--- src/hw/rtl/brcts_pkg.sv ---
package brcts_pkg;

    // Defaults for the top-level parameters
    localparam int ENTRIES_DEF   = 256;
    localparam int ADDR_BITS_DEF = 40;

    // Fixed field widths of the channels
    localparam int CMD_W    = 2;
    localparam int OFFSET_W = 40;
    localparam int WAY_W    = 8;
    localparam int SHIFT_W  = 5;

    localparam logic [SHIFT_W-1:0] SHIFT_RST = 5'd12;

    // Command codes
    localparam logic [CMD_W-1:0] CMD_LOOKUP = 2'd0;
    localparam logic [CMD_W-1:0] CMD_FILL   = 2'd1;
    localparam logic [CMD_W-1:0] CMD_INVAL  = 2'd2;

    // Replacement LFSR (Galois, shifts right)
    localparam int               LFSR_W    = 16;
    localparam logic [LFSR_W-1:0] LFSR_TAPS = 16'hB400;
    localparam logic [LFSR_W-1:0] LFSR_SEED = 16'h0001;

endpackage

--- src/hw/rtl/brcts_repl.sv ---
module brcts_repl
    import brcts_pkg::*;
#(
    parameter int ENTRIES = ENTRIES_DEF,
    localparam int IDX_W  = $clog2(ENTRIES)
)
(
    input  logic             clk,
    input  logic             rst_n,
    input  logic             start,
    output logic             done,
    output logic [IDX_W-1:0] pick
);

    // Reciprocal of ENTRIES scaled by 2^RCP_SH, rounded down: the quotient
    // estimate is at most one short, so one compare and subtract fixes it
    localparam int RCP_SH = LFSR_W + IDX_W;
    localparam int RCP_W  = LFSR_W + 1;
    localparam int PROD_W = LFSR_W + RCP_W;
    localparam logic [RCP_W-1:0]  RCP_MUL = RCP_W'((64'd1 << RCP_SH) / 64'(ENTRIES));
    localparam logic [LFSR_W-1:0] DIVISOR = LFSR_W'(ENTRIES);

    logic [LFSR_W-1:0] lfsr_reg;
    logic [LFSR_W-1:0] lfsr_next;
    logic [PROD_W-1:0] prod;
    logic [PROD_W-1:0] prod_reg;
    logic [LFSR_W-1:0] x_reg;
    logic [LFSR_W-1:0] quot;
    logic [LFSR_W-1:0] quot_mul;
    logic [LFSR_W-1:0] rem_reg;
    logic [LFSR_W-1:0] rem_fix;
    logic [IDX_W-1:0]  pick_reg;
    logic              mul_vld_reg;
    logic              rem_vld_reg;
    logic              done_reg;

    // Galois step: shift right, fold taps in on a one out
    assign lfsr_next = {1'b0, lfsr_reg[LFSR_W-1:1]}
                     ^ (lfsr_reg[0] ? LFSR_TAPS : '0);

    // LFSR mod ENTRIES: multiply, back-multiply and subtract, then correct
    assign prod     = PROD_W'(lfsr_reg) * PROD_W'(RCP_MUL);
    assign quot     = LFSR_W'(prod_reg >> RCP_SH);
    assign quot_mul = LFSR_W'(quot * DIVISOR);
    assign rem_fix  = (rem_reg >= DIVISOR) ? (rem_reg - DIVISOR) : rem_reg;

    // Control and LFSR state
    always_ff @(posedge clk or negedge rst_n)
    begin
        if (!rst_n)
        begin
            lfsr_reg    <= LFSR_SEED;
            mul_vld_reg <= 1'b0;
            rem_vld_reg <= 1'b0;
            done_reg    <= 1'b0;
        end
        else
        begin
            if (start)
            begin
                lfsr_reg <= lfsr_next;
            end
            mul_vld_reg <= start;
            rem_vld_reg <= mul_vld_reg;
            done_reg    <= rem_vld_reg;
        end
    end

    // Remainder datapath, three stages
    always_ff @(posedge clk)
    begin
        if (start)
        begin
            x_reg    <= lfsr_reg;
            prod_reg <= prod;
        end
        if (mul_vld_reg)
        begin
            rem_reg <= x_reg - quot_mul;
        end
        if (rem_vld_reg)
        begin
            pick_reg <= rem_fix[IDX_W-1:0];
        end
    end

    assign done = done_reg;
    assign pick = pick_reg;

endmodule

--- config.mk ---
export PLATFORM = sky130hd
export DESIGN_NAME = brcts_repl
export DESIGN_NICKNAME = d
export VERILOG_FILES = /design/src/hw/rtl/brcts_pkg.sv /design/src/hw/rtl/brcts_repl.sv
export SDC_FILE = /design/constraint.sdc
export NUM_CORES = 1
export LEC_CHECK = 0
export BUFFER_PORTS_ARGS = -buffer_cell sky130_fd_sc_hd__buf_4
export CORE_MARGIN = 4
export CORE_UTILIZATION = 40
export CTS_CLUSTER_SIZE = 24
export DETAILED_ROUTE_END_ITERATION = 6
export GPL_ROUTABILITY_DRIVEN = 0
export SLEW_MARGIN = 20
export SYNTH_ARGS = -nofsm -noshare
export SYNTH_HDL_FRONTEND = slang
export SYNTH_SLANG_ARGS = --single-unit
export TNS_END_PERCENT = 30
--- constraint.sdc ---
create_clock -name clk -period 1.3 [get_ports clk]
set_clock_uncertainty 0.05 [all_clocks]
set_input_delay 0.26 -clock clk [delete_from_list [all_inputs] [get_ports clk]]
set_output_delay 0.26 -clock clk [all_outputs]
set_load 0.03 [all_outputs]
==> summary.txt, run 1 <==
Place
  • # placed instances: 122
  • IO Port Bufs: 11

Synthesis
  • Mapped Cells: 67
  • Avg Inst Size Synth: 21.5 um^2
  • Mapped Nets: 70
  • Synth Register Bits: 43
  • Cell area after synthesis: 1440 um^2
  • Post-synthesis sequential area ratio: 0.830
  • Ys Warns: 0
  • Synth unique cells: 10

Route
  • Vias: 582
  • DRT Pass-1 Iters: 2
  • Post-route DRC: 0
  • Avg WL per Cell: 11.4 um
  • Detail Route Antenna Nets: 0
  • Drt first-iter violations: 28
  • Drt total wl: 1500 um
  • Via density: 4.44

Clock tree
  • Clock Tree Buf Depth: 2
  • CTS tree: yes
  • Clock Pin Slew Worst Setup and Hold Paths: 120 ps
  • Number of H-tree levels: 2
  • Clock sink total: 43
  • Postcts setup bufs: 0
  • Clock Latency Late Sink: 320 ps
  • CTS root buffer: clkbuf_4
  • Total CTS buffers: 5

Floorplan
  • Std-Cell Rows: 21
  • Core footprint: 3420 um^2
  • Starting Density: 0.422
  • I/O Pins: 12
  • DIE WIDTH: 68.1 um
  • Die ar.: 4630 um^2
  • Die height: 68.1 um

Critical path
  • CP startpoint kind: flop
  • Top delay family on crit path: flip-flops
  • CP Cell Sequence: buf_4
  • CP arrival: 890 ps
  • Critical-path maximum fanout: 1
  • Crit path kind: reg -> out
  • Slowest stage delay, CP: 380 ps
  • Critical path endpoint category: output pin
  • Slowest cell on crit path: edfxtp_1
  • WP data required: 990 ps
  • CP bufs+invs: 1

STA
  • RSZ-0062 raised after global routing: false
  • Hold WS: 176 ps
  • Actual slew at the worst max-slew pin: 327 ps
  • Pins Over Slew Limit: 0
  • Final worst-path cycle share: 0.919
  • Relative slew slack: 0.782
  • Highest Clock Rate: 837 MHz
  • Final Hold Vio Count: 0
  • Min Clock Period, post-route: 1200 ps
  • # setup viols final: 0
  • Final setup TNS: 0 ps

Worst hold path
  • Tightest Hold Check Type: in -> reg

Global routing
  • First-pass GRT wire length: 2620 um
  • Gr ovfl total: 0
  • Initial antenna violation count: 0
  • Gr usage total: 0.0815
  • Largest net degree at the start of global routing: 29
  • Vias in the first global route: 598

Status
  • Status: complete, no violations

Power
  • P per Cell Area: 2170 nW/um^2
  • Max IR drop VDD: 1.00 mV
  • Leakage: 0.636 nW

Run
  • Max cap viols: 0

Finish
  • Layout cells sized above 1: 0.376
  • Area grow syn2layout: 15.3%
  • Fin cells: 131
  • Max reg flops: 16
  • ANT cells: 0
  • Layout net count: 87
repair_timing:
action	4_1_cts	5_1_grt
hold endpoints to repair	19	0
hold buffers	1	0
resized for setup	0	0
metrics by stage:
stage                util  power [mW]  area [um^2]  worst slack (ps)
floorplan               -        2.52         1440               331
global placement    0.454        2.64         1550               192
detailed placement  0.454        2.67         1550               177
CTS                 0.487        3.66         1660              70.0
global route        0.487        3.83         1660              27.6
finish              0.487        3.61         1660               105
path summary, 6_finish.rpt:
check / startpoint / end / slack, ps / depth (start not counted)
worst max-delay path: pick[5]$_DFFE_PP_ / pick[5] / 100 / 1
worst min-delay path: start / mul_vld_reg$_DFF_PN0_ / 180 / 1
worst max register to register: lfsr_reg[0]$_DFFE_PN1P_ / lfsr_reg[10]$_DFFE_PN0P_ / 300 / 2
worst min register to register: rem_reg[1]$_DFFE_PP_ / pick[1]$_DFFE_PP_ / 380 / 0
max in group asynchronous: rst_n / lfsr_reg[0]$_DFFE_PN1P_ / 650 / 2
min in group asynchronous: rst_n / done$_DFF_PN0_ / 280 / 2
cell type report:
| cell class | instances | area [um^2] |
|---|---|---|
| clock buffers | 6 | 41.3 |
| clock inverters | 2 | 60.1 |
| fillers | 310 | 1750 |
| multi-input cells | 22 | 214 |
| flip-flops and latches | 43 | 1200 |
| well taps | 46 | 57.6 |
| repair buffers | 12 | 92.6 |
metal layers:
layer | up-vias | global-route usage | wire length [um] | share of wire
met5 | - | 0 | 0 | 0
met4 | 0 | 0.0298 | 0 | 0
met3 | 0 | 0.0542 | 92 | 0.062
met2 | 17 | 0.134 | 756 | 0.51
met1 | 287 | 0.0823 | 645 | 0.43
li1 | 278 | - | - | -
kinds of logic after synthesis:
group | synth area share
DFF | 0.830
muxes | 0.112
xor gates and xnor gates | 0.0182
buffers and inverters | 0.0217
and+or+nand+nor | 0.00781
AOI/OAI and AO/OA | 0.0104
Yosys cell counts:
master | number | share of area
edfxtp_1 | 24 | 0.50
dfrtp_1 | 18 | 0.31
mux2_2 | 9 | 0.070
mux2_4 | 4 | 0.042
a21oi_1 | 3 | 0.010
nor2_1 | 3 | 0.0078
xnor2_1 | 3 | 0.018
buf_12 | 1 | 0.014
buf_6 | 1 | 0.0078
dfstp_2 | 1 | 0.018
cell usage in the layout, fill, tap and decap left out:
master         count
clkbuf_1           1
edfxtp_1          24
dlygate4sd3_1      1
xnor2_1            3
dfrtp_1           18
clkbuf_4           5
a21oi_1            3
mux2_4             4
bufinv_16          2
mux2_2             9
dfstp_2            1
nor2_1             3
buf_4             11
power breakdown:
group / switching (mW) / internal, mW
Sequential: 0.218 / 1.92
Clock: 0.384 / 0.600
Combinational: 0.180 / 0.312
Total: 0.782 / 2.83
(Power assumes the default switching activity.)
==> inputs of run 2 (changes only) <==
==> constraint.sdc (replaced) <==
create_clock -name clk -period 1.27 [get_ports clk]
set_clock_uncertainty 0.05 [all_clocks]
set_input_delay 0.254 -clock clk [delete_from_list [all_inputs] [get_ports clk]]
set_output_delay 0.254 -clock clk [all_outputs]
set_load 0.03 [all_outputs]
==> run 2 against run 1 <==
  * Sequential power up 3%
  * Total power up 3.5%
  * Critical path type unchanged
  * Wire length is 4.6% higher
  * Non-clock buffer count grew 1
  * Critical endpoint is now pick[4]
  * Sequential cell count stayed put
  * First-iteration DRC count is the same
  * Worst setup slack got worse by 42 ps
  * Global-route usage up 0.16 points
  * Hold slack lost 42 ps
==> summary.txt, run 2 (synthesis results as in run 1) <==
Critical path
  • Crit path kind: reg -> out
  • Top delay family on crit path: flip-flops
  • Critical-path maximum fanout: 1 (unchanged)
  • Cells on worst reg2reg path: 2 (unchanged)
  • Slowest cell on crit path: edfxtp_1
  • R2r setup slk: 280 ps (-20 ps)
  • CP Cell Sequence: buf_6
  • FF-to-FF End: lfsr_reg[13]$_DFFE_PN0P_
  • Critical path endpoint category: output pin
  • CP bufs+invs: 1 (unchanged)
  • WP data required: 970 ps (-20 ps)
  • Slowest stage delay, CP: 400 ps (+20 ps)
  • Reg2reg start: lfsr_reg[0]$_DFFE_PN1P_
  • CP arrival: 900 ps (about the same)
  • CP startpoint kind: flop

Clock tree
  • Clock Tree Buf Depth: 2 (unchanged)
  • Postcts setup bufs: 0 (unchanged)
  • CTS root buffer: clkbuf_4
  • Number of H-tree levels: 2 (unchanged)
  • Clock Pin Slew Worst Setup and Hold Paths: 120 ps (about the same)
  • Clock Latency Late Sink: 340 ps (+20 ps)
  • Clock sink total: 43 (unchanged)
  • Total CTS buffers: 5 (unchanged)
  • CTS tree: yes

Status
  • Status: complete, no violations

Global routing
  • Largest net degree at the start of global routing: 24 (-17%)
  • Initial antenna violation count: 0 (unchanged)
  • Gr ovfl total: 0 (unchanged)
  • Vias in the first global route: 551 (-7.9%)
  • First-pass GRT wire length: 2550 um (-2.6%)
  • Gr usage total: 0.0830 (+0.00155)

Worst hold path
  • Tightest Hold Check Type: in -> reg
  • WHS Endpoint: mul_vld_reg$_DFF_PN0_
  • Hold path startpoint: start
  • Hold depth: 1 (unchanged)

Power
  • Max IR drop VDD: 1.00 mV (+0.31%)
  • P per Cell Area: 2200 nW/um^2 (+1.4%)
  • Leakage: 0.649 nW (+2.1%)

STA
  • Final setup TNS: 0 ps (unchanged)
  • Relative slew slack: 0.781 (-0.00140)
  • # setup viols final: 0 (unchanged)
  • Highest Clock Rate: 828 MHz
  • Pins Over Slew Limit: 0 (unchanged)
  • Min Clock Period, post-route: 1210 ps
  • Final Hold Vio Count: 0 (unchanged)
  • RSZ-0062 raised after global routing: true
  • Actual slew at the worst max-slew pin: 329 ps (+2.10 ps)
  • Hold WS: 134 ps (-41.8 ps)
  • Final worst-path cycle share: 0.950

Finish
  • Most common cell after layout, fill and taps aside: edfxtp_1
  • Most frequent cells in the layout: edfxtp_1, dfrtp_1, mux2_2, buf_6
  • Final Util: 0.497 (+0.00989)
  • Layout net count: 88 (+1.1%)
  • Max reg flops: 16 (unchanged)
  • Fin cells: 132 (+0.76%)
  • Area grow syn2layout: 17.6%
  • ANT cells: 0 (unchanged)
  • Layout cells sized above 1: 0.384 (+0.00725)
  • Fill count: 289 (-6.8%)

Route
  • Drt first-iter violations: 28 (unchanged)
  • Vias: 592 (+1.7%)
  • Avg WL per Cell: 11.8 um (+3.8%)
  • Post-route DRC: 0 (unchanged)
  • Via density: 4.48 (+0.95%)
  • Drt total wl: 1560 um (+4.6%)
  • Detail Route Antenna Nets: 0 (unchanged)
  • DRT Pass-1 Iters: 2 (unchanged)

Place
  • IO Port Bufs: 11 (unchanged)
  • # placed instances: 123 (+0.82%)
  • Dpl hpwl: 1000 um

Floorplan
  • Die ar.: 4630 um^2 (unchanged)
  • Die height: 68.1 um (unchanged)
  • Starting Density: 0.422 (unchanged)
  • I/O Pins: 12 (unchanged)
  • Std-Cell Rows: 21 (unchanged)
  • Core footprint: 3420 um^2 (unchanged)
  • DIE WIDTH: 68.1 um (unchanged)

Run
  • Max cap viols: 0 (unchanged)
[run 2: power breakdown]
part	leakage (nW)	total, mW	switching [mW]	internal [mW]
combinational	0.152	0.528	0.192	0.337
clock	0.0525	1.02	0.405	0.614
sequential	0.445	2.19	0.227	1.96
[run 2: stage by stage]
| stage | power (mW) | cell area (um^2) | setup WS (ps) |
|---|---|---|---|
| 6_report | 3.74 | 1700 | 63.0 |
| 3_5_place_dp | 2.74 | 1560 | 174 |
| 2_1_floorplan | 2.58 | 1440 | 307 |
| 5_1_grt | 3.95 | 1700 | -10.6 |
| 3_3_place_gp | 2.70 | 1560 | 194 |
| 4_1_cts | 3.76 | 1670 | 29.9 |
[run 2: cell type report]
type,count,area (um^2),area share
Clock buffer,6,41.3,0.0243
Multi-Input combinational cell,22,214,0.126
Sequential cell,43,1200,0.706
Timing Repair Buffer,13,126,0.0745
Tap cell,46,57.6,0.0339
Clock inverter,2,60.1,0.0354
[run 2: worst max path at each step]
stage | to | depth (start not counted) | slack, ps | start
floorplan | lfsr_reg[5]$_DFFE_PN0P_ | 3 | 310 | start
global placement | lfsr_reg[14]$_DFFE_PN0P_ | 2 | 190 | start
detailed placement | lfsr_reg[11]$_DFFE_PN0P_ | 2 | 170 | start
CTS | pick[4] | 1 | 30 | pick[4]$_DFFE_PP_
global route | pick[4] | 1 | -10 | pick[4]$_DFFE_PP_
finish | pick[4] | 1 | 60 | pick[4]$_DFFE_PP_
[run 2: timing repair]
action	CTS	global route
endpoints found under the hold margin	19	0
setup endpoints to repair	0	7
gates resized for setup	0	7
hold buffers	1	0
[run 2: per-layer routing]
metal	global-route usage	up-vias	routed length, um
li1	-	280	-
met1	0.0849	292	625
met2	0.122	17	792
met3	0.0690	3	128
met4	0.0372	0	18
met5	0	-	0
==> inputs of run 3 (changes only) <==
--- a/config.mk
+++ b/config.mk
@@ -11,6 +11,7 @@
 export CTS_CLUSTER_SIZE = 24
 export DETAILED_ROUTE_END_ITERATION = 6
 export GPL_ROUTABILITY_DRIVEN = 0
+export SETUP_SLACK_MARGIN = 0.1
 export SLEW_MARGIN = 20
 export SYNTH_ARGS = -nofsm -noshare
 export SYNTH_HDL_FRONTEND = slang
==> run 3 against run 2 <==
  * Cell area rose by 0.44%
  * Die area unchanged
  * Non-clock buffer count did not move
  * Worst setup slack did not move
  * Highest routed layer unchanged
  * First-iteration DRC count stayed put
  * Critical path depth unchanged
  * Utilization grew 0.22 points
  * Clock-buffer cell count is the same
  * Sequential share of layout area shrank 0.31 points
  * Largest power group unchanged
  * Maximum frequency did not move
  * Critical endpoint unchanged
  * Clock power hardly changed
==> summary.txt, run 3 (synthesis results as in run 1) <==
STA
  • RSZ-0062 raised after global routing: true
  • # setup viols final: 0 (unchanged)
  • Min Clock Period, post-route: 1210 ps (unchanged)
  • Final setup TNS: 0 ps (unchanged)
  • Highest Clock Rate: 828 MHz (unchanged)
  • Final Hold Vio Count: 0 (unchanged)
  • Relative slew slack: 0.781 (unchanged)
  • Pins Over Slew Limit: 0 (unchanged)
  • Final worst-path cycle share: 0.950 (unchanged)
  • Post-route worst setup slack: 63.0 ps (unchanged)
  • Actual slew at the worst max-slew pin: 329 ps (unchanged)

Route
  • Drt first-iter violations: 28 (unchanged)
  • Drt total wl: 1570 um (about the same)
  • Via density: 4.50 (+0.34%)
  • Post-route DRC: 0 (unchanged)
  • Met3 WL: 122 um (-4.7%)
  • Top routing layer in use: met4
  • DRT Pass-1 Iters: 2 (unchanged)
  • Met1 WL: 628 um (+0.48%)
  • Met2 wire len: 796 um (+0.51%)
  • Vias: 594 (+0.34%)
  • Avg WL per Cell: 11.9 um (about the same)
  • Detail Route Antenna Nets: 0 (unchanged)

Floorplan
  • I/O Pins: 12 (unchanged)
  • Die ar.: 4630 um^2 (unchanged)
  • Starting Density: 0.422 (unchanged)
  • Die height: 68.1 um (unchanged)
  • DIE WIDTH: 68.1 um (unchanged)
  • Std-Cell Rows: 21 (unchanged)
  • Core footprint: 3420 um^2 (unchanged)

Global routing
  • Vias in the first global route: 551 (unchanged)
  • Gr usage total: 0.0830 (unchanged)
  • First-pass GRT wire length: 2550 um (unchanged)
  • Largest net degree at the start of global routing: 24 (unchanged)
  • Initial antenna violation count: 0 (unchanged)
  • Gr ovfl total: 0 (unchanged)

Clock tree
  • Total CTS buffers: 5 (unchanged)
  • CTS root buffer: clkbuf_4
  • CTS tree: yes
  • Clock Tree Buf Depth: 2 (unchanged)
  • Clock sink total: 43 (unchanged)
  • Clock Pin Slew Worst Setup and Hold Paths: 120 ps (about the same)
  • Clock Latency Late Sink: 340 ps (about the same)
  • Number of H-tree levels: 2 (unchanged)

Critical path
  • CP startpoint kind: flop
  • Crit path kind: reg -> out
  • CP bufs+invs: 1 (unchanged)
  • CP arrival: 900 ps (about the same)
  • Slowest cell on crit path: edfxtp_1
  • Critical-path maximum fanout: 1 (unchanged)
  • Slowest stage delay, CP: 400 ps (about the same)
  • CP Cell Sequence: buf_6
  • Top delay family on crit path: flip-flops
  • WP data required: 970 ps (about the same)
  • Critical path endpoint category: output pin

Run
  • Max cap viols: 0 (unchanged)

Place
  • Dpl ws: 174 ps (unchanged)
  • IO Port Bufs: 11 (unchanged)
  • Dpl hpwl: 1000 um (unchanged)

Finish
  • Layout net count: 88 (unchanged)
  • Most frequent cells in the layout: edfxtp_1, dfrtp_1, mux2_2, buf_6, clkbuf_4
  • Most common cell after layout, fill and taps aside: edfxtp_1
  • ANT cells: 0 (unchanged)
  • Max reg flops: 16 (unchanged)
  • Layout cells sized above 1: 0.384 (unchanged)
  • Area grow syn2layout: 18.1%

Power
  • P per Cell Area: 2190 nW/um^2 (-0.33%)
  • Max IR drop VDD: 1.01 mV (about the same)
  • Power, Total: 3.74 mW (+0.11%)
  • Leakage: 0.652 nW (+0.39%)

Status
  • Status: complete, no violations

Worst hold path
  • Tightest Hold Check Type: in -> reg
-- run 3: what timing repair did --
item | in CTS | in global routing
hold buffers | 1 | 0
gates resized for setup | 2 | 7
endpoints found under the setup margin | 9 | 9
pin swaps | 0 | 0
endpoints found under the hold margin | 19 | 0
setup buffers | 0 | 0
-- run 3: final cells by class --
cell class / instances / area (um^2)
Clock buffer: 6 / 41.3
Clock inverter: 2 / 60.1
Fill cell: 287 / 1710
Multi-Input combinational cell: 22 / 214
Sequential cell: 43 / 1200
Tap cell: 46 / 57.6
Timing Repair Buffer: 13 / 134
-- run 3: per-layer routing --
layer | GRT usage | up-vias
li1 | - | 280
met1 | 0.0849 | 294
met2 | 0.122 | 17
met3 | 0.0690 | 3
met4 | 0.0372 | 0
met5 | 0 | -
-- run 3: worst paths after layout --
check,slack (ps),cells past startpoint,startpoint,endpoint
setup / recovery,60,1,pick[4]$_DFFE_PP_,pick[4]
hold / removal,130,1,start,mul_vld_reg$_DFF_PN0_
setup reg to reg,280,2,lfsr_reg[0]$_DFFE_PN1P_,lfsr_reg[13]$_DFFE_PN0P_
hold reg to reg,380,0,x_reg[4]$_DFFE_PP_,rem_reg[4]$_DFFE_PP_
max in group asynchronous,650,2,rst_n,lfsr_reg[0]$_DFFE_PN1P_
min in group asynchronous,250,2,rst_n,mul_vld_reg$_DFF_PN0_
-- run 3: per-stage QoR --
step	util	cell area (um^2)	cells	hold slack, ps
floorplan	-	1440	67	-91.6
global placement	0.456	1560	123	90.1
detailed placement	0.456	1560	123	93.7
CTS	0.491	1680	132	121
global route	0.499	1700	132	96.4
finish	0.499	1700	132	134
-- run 3: worst reg2reg max path, delay by kind of cell, from the launching register on --
family | cells | cell delay, ps
xor+xnor | 1 | 140
compound gates | 1 | 80
flops | 1 | 620
-- run 3: where the power goes --
group | total, mW | switching, mW | internal, mW | leakage (nW)
logic | 0.531 | 0.192 | 0.340 | 0.155
clock network | 1.02 | 0.405 | 0.614 | 0.0525
registers | 2.19 | 0.228 | 1.96 | 0.445
